===== src/sv/mat_pkg.sv =====
package mat_pkg;

	localparam int SLOTS = 8;
	localparam int TICK_BITS = 32;
	localparam int SLOT_IW = (SLOTS > 1) ? $clog2(SLOTS) : 1;

	typedef logic [TICK_BITS-1:0] tick_t;
	typedef logic [SLOT_IW-1:0] slot_idx_t;

	typedef enum logic [1:0] {
		OP_SET     = 2'd0,
		OP_CLEAR   = 2'd1,
		OP_SERVICE = 2'd2
	} op_t;

	typedef enum logic [1:0] {
		KIND_FIRED = 2'd0,
		KIND_ALARM = 2'd1,
		KIND_CLEAR = 2'd2
	} kind_t;

	typedef struct packed {
		op_t       op;
		logic      ok;
		slot_idx_t idx;
		tick_t     dl_new;
		tick_t     now;
	} cmd_t;

	typedef struct packed {
		kind_t       kind;
		logic [7:0]  fired_slot;
		logic [31:0] next_delay;
		logic        rejected;
		logic        last;
	} res_t;

	function automatic tick_t to_tick(input logic [31:0] v);
		logic [TICK_BITS+31:0] w;
		w = {{TICK_BITS{1'b0}}, v};
		return w[TICK_BITS-1:0];
	endfunction

	function automatic logic [31:0] to_word(input tick_t v);
		logic [TICK_BITS+31:0] w;
		w = {32'b0, v};
		return w[31:0];
	endfunction

endpackage


===== src/sv/mat_front.sv =====
module mat_front (
	input  logic           clk,
	input  logic           arst_n,
	input  logic           push,
	output logic           full,
	input  logic [1:0]     operation,
	input  logic [7:0]     slot,
	input  logic [31:0]    delay_ticks,
	input  logic           handler_valid,
	input  logic [31:0]    now,
	output logic           cmd_valid,
	output mat_pkg::cmd_t  cmd_head,
	input  logic           cmd_pop
);

	mat_pkg::cmd_t q_q [2];
	logic          wr_q;
	logic          rd_q;
	logic [1:0]    cnt_q;
	mat_pkg::cmd_t cmd_in;
	logic          known_op;
	logic          in_range;
	logic          wr_en;

	assign in_range = {1'b0, slot} < 9'(mat_pkg::SLOTS);

	always_comb begin
		cmd_in.idx    = slot[mat_pkg::SLOT_IW-1:0];
		cmd_in.now    = mat_pkg::to_tick(now);
		cmd_in.dl_new = mat_pkg::to_tick(now) + mat_pkg::to_tick(delay_ticks);
		cmd_in.op     = mat_pkg::OP_SERVICE;
		cmd_in.ok     = 1'b1;
		known_op      = 1'b1;
		case (operation)
			mat_pkg::OP_SET: begin
				cmd_in.op = mat_pkg::OP_SET;
				cmd_in.ok = in_range && handler_valid;
			end
			mat_pkg::OP_CLEAR: begin
				cmd_in.op = mat_pkg::OP_CLEAR;
				cmd_in.ok = in_range;
			end
			mat_pkg::OP_SERVICE: begin
				cmd_in.op = mat_pkg::OP_SERVICE;
			end
			default: begin
				known_op = 1'b0;
			end
		endcase
	end

	assign full      = (cnt_q == 2'd2);
	assign wr_en     = push && !full && known_op;
	assign cmd_valid = (cnt_q != 2'd0);
	assign cmd_head  = q_q[rd_q];

	always_ff @(posedge clk or negedge arst_n) begin
		if (!arst_n) begin
			wr_q  <= 1'b0;
			rd_q  <= 1'b0;
			cnt_q <= 2'd0;
		end else begin
			if (wr_en) wr_q <= !wr_q;
			if (cmd_pop) rd_q <= !rd_q;
			cnt_q <= cnt_q + 2'(wr_en) - 2'(cmd_pop);
		end
	end

	always_ff @(posedge clk) begin
		if (wr_en) q_q[wr_q] <= cmd_in;
	end

endmodule


===== src/sv/mat_res_queue.sv =====
module mat_res_queue (
	input  logic          clk,
	input  logic          arst_n,
	input  logic          res_push,
	input  mat_pkg::res_t res_word,
	output logic          res_full,
	output logic          empty,
	input  logic          pop,
	output mat_pkg::res_t head
);

	mat_pkg::res_t q_q [2];
	logic          wr_q;
	logic          rd_q;
	logic [1:0]    cnt_q;
	logic          rd_en;

	assign res_full = (cnt_q == 2'd2);
	assign empty    = (cnt_q == 2'd0);
	assign rd_en    = pop && !empty;
	assign head     = q_q[rd_q];

	always_ff @(posedge clk or negedge arst_n) begin
		if (!arst_n) begin
			wr_q  <= 1'b0;
			rd_q  <= 1'b0;
			cnt_q <= 2'd0;
		end else begin
			if (res_push) wr_q <= !wr_q;
			if (rd_en) rd_q <= !rd_q;
			cnt_q <= cnt_q + 2'(res_push) - 2'(rd_en);
		end
	end

	always_ff @(posedge clk) begin
		if (res_push) q_q[wr_q] <= res_word;
	end

endmodule


===== src/sv/mat_back.sv =====
module mat_back (
	input  logic          clk,
	input  logic          arst_n,
	input  logic          cfg_valid,
	input  logic [31:0]   cfg_data,
	input  logic          cmd_valid,
	input  mat_pkg::cmd_t cmd_head,
	output logic          cmd_pop,
	output logic          res_push,
	output mat_pkg::res_t res_word,
	input  logic          res_full
);

	typedef enum logic [2:0] {
		ST_IDLE = 3'b001,
		ST_SCAN = 3'b010,
		ST_DONE = 3'b100
	} state_t;

	state_t             state_q;
	mat_pkg::tick_t     deadline_q [mat_pkg::SLOTS];
	mat_pkg::tick_t     alarm_dl_q;
	logic               armed_q;
	logic [31:0]        period_q;
	mat_pkg::cmd_t      cmd_q;
	mat_pkg::tick_t     reload_q;
	mat_pkg::slot_idx_t idx_q;

	mat_pkg::tick_t cur;
	mat_pkg::tick_t diff;
	mat_pkg::tick_t remain;
	logic           cur_live;
	logic           expire;
	logic           step;
	logic           scan_end;
	logic           running;

	assign cur      = deadline_q[idx_q];
	assign cur_live = (cur != '0);
	assign diff     = cur - cmd_q.now;
	assign expire   = (cmd_q.op == mat_pkg::OP_SERVICE) && cur_live && (cur <= cmd_q.now);
	assign step     = (state_q == ST_SCAN) && (!expire || !res_full);
	assign scan_end = (idx_q == mat_pkg::SLOT_IW'(mat_pkg::SLOTS - 1));

	assign remain  = alarm_dl_q - cmd_head.now;
	assign running = armed_q && (remain != '0) && !remain[mat_pkg::TICK_BITS-1];

	assign cmd_pop = (state_q == ST_IDLE) && cmd_valid;

	always_comb begin
		res_push            = 1'b0;
		res_word.kind       = mat_pkg::KIND_ALARM;
		res_word.fired_slot = 8'd0;
		res_word.next_delay = 32'd0;
		res_word.rejected   = 1'b0;
		res_word.last       = 1'b1;
		case (state_q)
			ST_SCAN: begin
				res_word.kind       = mat_pkg::KIND_FIRED;
				res_word.fired_slot = 8'(idx_q);
				res_word.last       = 1'b0;
				res_push            = expire && !res_full;
			end
			ST_DONE: begin
				res_push          = !res_full;
				res_word.rejected = !cmd_q.ok;
				if (cmd_q.op == mat_pkg::OP_CLEAR) begin
					res_word.kind = mat_pkg::KIND_CLEAR;
				end else begin
					res_word.next_delay = mat_pkg::to_word(reload_q);
				end
			end
			default: begin
			end
		endcase
	end

	always_ff @(posedge clk or negedge arst_n) begin
		if (!arst_n) begin
			state_q    <= ST_IDLE;
			idx_q      <= '0;
			alarm_dl_q <= '0;
			armed_q    <= 1'b0;
			period_q   <= 32'd100;
			for (int i = 0; i < mat_pkg::SLOTS; i++) deadline_q[i] <= '0;
		end else begin
			if (cfg_valid) period_q <= cfg_data;
			case (state_q)
				ST_IDLE: begin
					if (cmd_valid) begin
						idx_q <= '0;
						if (cmd_head.op == mat_pkg::OP_SET && cmd_head.ok)
							deadline_q[cmd_head.idx] <= cmd_head.dl_new;
						if (cmd_head.op == mat_pkg::OP_CLEAR) begin
							if (cmd_head.ok) deadline_q[cmd_head.idx] <= '0;
							state_q <= ST_DONE;
						end else begin
							state_q <= ST_SCAN;
						end
					end
				end
				ST_SCAN: begin
					if (step) begin
						if (expire) deadline_q[idx_q] <= '0;
						if (scan_end) state_q <= ST_DONE;
						else idx_q <= idx_q + 1'b1;
					end
				end
				ST_DONE: begin
					if (!res_full) begin
						if (cmd_q.op != mat_pkg::OP_CLEAR) begin
							alarm_dl_q <= cmd_q.now + reload_q;
							armed_q    <= 1'b1;
						end
						state_q <= ST_IDLE;
					end
				end
				default: begin
					state_q <= ST_IDLE;
				end
			endcase
		end
	end

	always_ff @(posedge clk) begin
		if (cmd_pop) begin
			cmd_q    <= cmd_head;
			reload_q <= running ? remain : mat_pkg::to_tick(period_q);
		end else if (step && !expire && cur_live && (diff < reload_q)) begin
			reload_q <= diff;
		end
	end

endmodule


===== src/sv/multi_slot_alarm_table.sv =====
// Alarm table with one-shot alarm reload search.
// Fired words appear as the slot scan reaches them; the final word of a set or service
// follows the scan, while a clear skips the scan and goes straight to its final word.
// Set and service scan one slot per cycle unless a fired word meets a full result queue;
// a two-word command queue decouples input from the scan.
// Reset (arst_n low): table idle, alarm disarmed, default_period 100, queues empty.
module multi_slot_alarm_table (
	input  logic        clk,
	input  logic        arst_n,
	input  logic        push,
	output logic        full,
	input  logic [1:0]  operation,
	input  logic [7:0]  slot,
	input  logic [31:0] delay_ticks,
	input  logic        handler_valid,
	input  logic [31:0] now,
	output logic        empty,
	input  logic        pop,
	output logic [1:0]  kind,
	output logic [7:0]  fired_slot,
	output logic [31:0] next_delay,
	output logic        rejected,
	output logic        last,
	input  logic        cfg_valid,
	output logic        cfg_ready,
	input  logic [31:0] cfg_data
);

	mat_pkg::cmd_t cmd_head;
	logic          cmd_valid;
	logic          cmd_pop;
	mat_pkg::res_t res_word;
	mat_pkg::res_t head;
	logic          res_push;
	logic          res_full;

	assign cfg_ready = 1'b1;

	mat_front u_front (
		.clk           (clk),
		.arst_n        (arst_n),
		.push          (push),
		.full          (full),
		.operation     (operation),
		.slot          (slot),
		.delay_ticks   (delay_ticks),
		.handler_valid (handler_valid),
		.now           (now),
		.cmd_valid     (cmd_valid),
		.cmd_head      (cmd_head),
		.cmd_pop       (cmd_pop)
	);

	mat_back u_back (
		.clk       (clk),
		.arst_n    (arst_n),
		.cfg_valid (cfg_valid),
		.cfg_data  (cfg_data),
		.cmd_valid (cmd_valid),
		.cmd_head  (cmd_head),
		.cmd_pop   (cmd_pop),
		.res_push  (res_push),
		.res_word  (res_word),
		.res_full  (res_full)
	);

	mat_res_queue u_res (
		.clk      (clk),
		.arst_n   (arst_n),
		.res_push (res_push),
		.res_word (res_word),
		.res_full (res_full),
		.empty    (empty),
		.pop      (pop),
		.head     (head)
	);

	assign kind       = head.kind;
	assign fired_slot = head.fired_slot;
	assign next_delay = head.next_delay;
	assign rejected   = head.rejected;
	assign last       = head.last;

endmodule


===== config.mk =====
export PLATFORM = sky130hd
export DESIGN_NAME = multi_slot_alarm_table
export DESIGN_NICKNAME = d
export VERILOG_FILES = /design/src/sv/mat_pkg.sv /design/src/sv/mat_front.sv /design/src/sv/mat_res_queue.sv /design/src/sv/mat_back.sv /design/src/sv/multi_slot_alarm_table.sv
export SDC_FILE = /design/constraint.sdc
export NUM_CORES = 2
export LEC_CHECK = 0
export ABC_CLOCK_PERIOD_IN_PS = 7760
export BUFFER_PORTS_ARGS = -buffer_cell sky130_fd_sc_hd__buf_2
export CAP_MARGIN = 40
export CORE_MARGIN = 4
export CORE_UTILIZATION = 45
export CTS_CLUSTER_SIZE = 30
export DETAILED_ROUTE_END_ITERATION = 10
export SYNTH_ARGS = -nofsm -noshare
export SYNTH_HDL_FRONTEND = slang
export SYNTH_HIERARCHICAL = 1
export SYNTH_SLANG_ARGS = --single-unit

===== constraint.sdc =====
create_clock -name clk -period 7.76 [get_ports clk]
set_input_delay 0.776 -clock clk [delete_from_list [all_inputs] [get_ports clk]]
set_output_delay 0.776 -clock clk [all_outputs]
set_load 0.005 [all_outputs]

==> summary.md <==
| Metric | Value |
|---|---|
| Status | completed |
| Vias/cell | 6.12 |
| Nets | 3232 |
| Peak VDD IR | 0.210 mV |
| Synth-to-Final Area Change | 12.2% |
| Yosys reg bits | 630 |
| Starting DRC count in detailed routing | 2260 |
| GP Congestion | 0.929 |
| CTS resizes | 0 |
| Io pins | 159 |
| Fraction of registers with async set/reset | 53.2% |
| Final core occ | 51.3% |
| Internal reg-to-reg setup slack | 0.95 ns |
| Initial Util | 45.7% |
| Tmin final | 6.81 ns |
| Leading area contributor after synthesis | edfxtp_1 |
| Detailed Place HPWL | 73.0 mm |
| Clock Sink Count | 630 |
| WL met1 | 46.9 mm |
| Final hold violation count | 0 |
| Crit path buf inv count | 1 |
| CP arrival | 7.06 ns |
| Core area | 0.0735 mm2 |
| Slowest stage delay, CP | 0.79 ns |
| Multi-input logic area | 0.0151 mm2 |
| Longest Clk Path Bufs | 3 |
| DR WL met2 | 44.3 mm |
| CP dominant cell by count | nor2b_1 |
| Yosys top cell area share | 26.4% |
| GRT Resource Usage Total | 25.5% |
| Uppermost layer routed | met5 |
| PwrDens | 478 mW/mm2 |
| Clock skew | 0.0255 ns |
| Global-route wire length before repair | 153 mm |
| Max-cap violations | 0 |
| Routed vias | 24300 |
| H-Tree Depth | 3 |
| Site Rows | 99 |
| Final wirelength | 102 mm |
| Yosys warns | 6 |
| Crit-path cells | nor2b_1 > a221oi_1 > nor2_1 > a211oi_1 > ha_1 > fa_1 > nor2b_1 > o2111a_1 > o31a_1 > a211oi_1 > o31a_1 > o21ai_0 > xor2_1 > ha_1 > a21o_1 > a21oi_1 > nor2b_1 > o21ai_0 > nand2b_1 > a2111oi_0 > nor2_1 > nor4_1 > a31o_2 > buf_4 |
| Reg2reg start | u_back/idx_q[2]$_DFFE_PN0P_ |
| Total global routing overflow | 0 |
| Initial antenna violation count | 6 |
| Synth cell types | 95 |
| Worst hold-check path type | in -> async |
| Worst R2R Path Depth | 24 |
| Slew @ Worst Pin | 0.943 ns |
| Clock Latency Late Sink | 0.62 ns |
| Register area share after synthesis | 51.4% |
| Vias in the first global route | 24300 |
| Highest Clock Rate | 0.147 GHz |
| Register area | 0.0173 mm2 |
| Worst-path clk slew | 0.06 ns |
| Synth area leaders | edfxtp_1 (26%), dfrtp_1 (25%), a22o_1 (7.0%), ha_1 (6.0%), mux2_2 (4.4%) |
| Met3 WL post-DR | 7.71 mm |
| Final std cells w/o fill | 3969 |
| Fill count | 6461 |
| Cts bufs inserted | 72 |
| Cell total after placement | 3837 |
| Leakage | 16.5 nW |
| Synthesized area per cell | 11.8 um2 |
| Synthesized instance count | 2836 |
| First-pass iteration count of the detailed router | 5 |
| End of the worst register-to-register path | u_back/reload_q[7]$_DFFE_PP_ |
| Die ar. | 0.0790 mm2 |
| Setup TNS | 0 ns |
| CP max FO | 32 |
| Number of nets still failing antenna checks after routing | 0 |
| CTS Root Cell | clkbuf_16 |
| Final setup vio count | 0 |
| Required time worst endpoint | 8.01 ns |
| Tcrit/Tclk final | 87.8% |
| Post-CTS Setup Bufs | 0 |
| Worst hold slack | 0.150 ns |
| Critical path startpoint category | flop |
| CTS tree | yes |
| Largest net degree at the start of global routing | 90 |
| Die X | 281 um |
| CP Class | reg -> reg |
| Worst Setup Slack, final | 0.946 ns |
| Slew margin rel. | 36.9% |
| Share of cells above drive strength 1 | 20.1% |
| Hold Buf Count CTS | 0 |
| Unrepaired setup endpoints after global routing | false |
| Die span in y | 281 um |
| Fin. max-slew vios | 0 |
| # DRC | 0 |
| Top_reg_cell synth | dfrtp_1 |
| Post-synth EDFFs | 295 |
| Pre-CTS WS | 1.06 ns |
| Wirelength per Cell | 25.7 um |
| CP max-delay cell | dfrtp_2 |
| Port buffer count | 157 |
| Post-Syn Area | 0.0336 mm2 |
| Top delay family on crit path | compound AO/OA/AOI/OAI gates |
| CP Capture Type | flop |
==> cells in the final DEF (no fill, tap or decap), types with 13 or more instances in the layout <==
cell,synthesis,final
dfrtp_1,331,326
edfxtp_1,295,295
a22o_1,267,267
nand2_1,187,180
ha_1,162,162
buf_2,35,160
a21oi_1,141,140
mux2_2,131,131
inv_1,129,128
o21ai_0,116,116
nor2_1,102,94
clkbuf_16,0,76
xnor2_1,64,64
a21o_1,63,63
and2_1,48,47
buf_4,7,46
xor2_1,46,46
mux2_4,39,39
nand3_1,36,36
mux4_2,35,35
mux2i_1,34,34
nor3_1,32,30
nor2b_1,30,29
nand4_1,26,26
nand2b_1,25,25
o21ai_1,21,20
a221oi_1,19,19
a31oi_1,18,18
and3_1,17,17
o21a_1,16,16
nor4_1,16,16
clkinv_2,0,14
o211ai_1,14,14
a211oi_1,14,14
clkbuf_1,80,13
==> cell type report <==
| class | count | share of cell area, % |
|---|---|---|
| multi-input combinational | 1907 | 40.1 |
| clock buffer | 94 | 5.36 |
| antenna | 1 | 0.00664 |
| timing repair buffer | 213 | 3.34 |
| clock inverter | 35 | 0.887 |
| inverter | 130 | 1.30 |
| tap | 959 | 3.19 |
| sequential | 630 | 45.8 |
==> through the flow <==
| stage | power, W | cell area [um2] |
|---|---|---|
| global placement | 0.0144 | 35200 |
| global route | 0.0191 | 37700 |
| detailed placement | 0.0145 | 35300 |
| floorplan | 0.0118 | 33600 |
| finish | 0.0180 | 37700 |
| CTS | 0.0180 | 37600 |
==> Yosys cell counts, types with 41 or more instances <==
master	number
dfrtp_1	331
edfxtp_1	295
a22o_1	267
nand2_1	187
ha_1	162
a21oi_1	141
mux2_2	131
inv_1	129
o21ai_0	116
nor2_1	102
clkbuf_1	80
xnor2_1	64
a21o_1	63
and2_1	48
xor2_1	46
buf_1	41
==> metal layers <==
metal | GRT usage [%] | vias to the layer above
li1 | - | 10900
met4 | 7.34 | 2
met1 | 37.8 | 12300
met2 | 37.9 | 987
met3 | 5.24 | 170
met5 | 0 | -
==> logic make-up (layout without fill, tap and decap cells) <==
group | Yosys count | count (layout) | share of synthesized area [%]
xor gates and xnor gates | 110 | 110 | 2.87
muxes | 239 | 239 | 9.50
other | 2 | 7 | 0.0224
and+or+nand+nor | 574 | 574 | 8.48
AOI/OAI and AO/OA | 812 | 812 | 17.6
DFF | 630 | 630 | 51.4
adders and majority gates | 166 | 166 | 6.28
buffers and inverters | 303 | 472 | 3.93
==> sequential cells by signal (all words and copies together), names as in the netlist, 2 cells and up <==
register	cells
u_back/deadline_q	256
u_front/q_q	140
u_res/q_q	88
u_back/period_q	32
u_back/cmd_q	35
u_back/idx_q	3
u_back/state_q	3
u_front/cnt_q	2
u_back/reload_q	32
u_back/alarm_dl_q	32
u_res/cnt_q	2
==> worst max-delay path by stage <==
stage                                startpoint                             to  slack [ns]  cells after the start
floorplan           u_back/idx_q[0]$_DFFE_PN0P_      u_res/q_q[0][0]$_DFFE_PP_        1.45                     19
global placement    u_back/idx_q[2]$_DFFE_PN0P_   u_back/reload_q[2]$_DFFE_PP_        1.12                     24
detailed placement  u_back/idx_q[2]$_DFFE_PN0P_   u_back/reload_q[1]$_DFFE_PP_        1.06                     24
CTS                 u_back/idx_q[1]$_DFFE_PN0P_   u_back/reload_q[4]$_DFFE_PP_        1.02                     27
global route        u_back/idx_q[2]$_DFFE_PN0P_  u_back/reload_q[10]$_DFFE_PP_        0.40                     24
finish              u_back/idx_q[2]$_DFFE_PN0P_   u_back/reload_q[7]$_DFFE_PP_        0.95                     24
==> power breakdown <==
part	internal [W]	total, W	leakage (nW)	switching [W]
Clock	0.00201	0.00339	1.15	0.00139
Sequential	0.00485	0.00574	7.19	0.000883
Combinational	0.00368	0.00887	8.16	0.00519
Total	0.0105	0.0180	16.5	0.00746
Power figures use the tool's default switching activity.
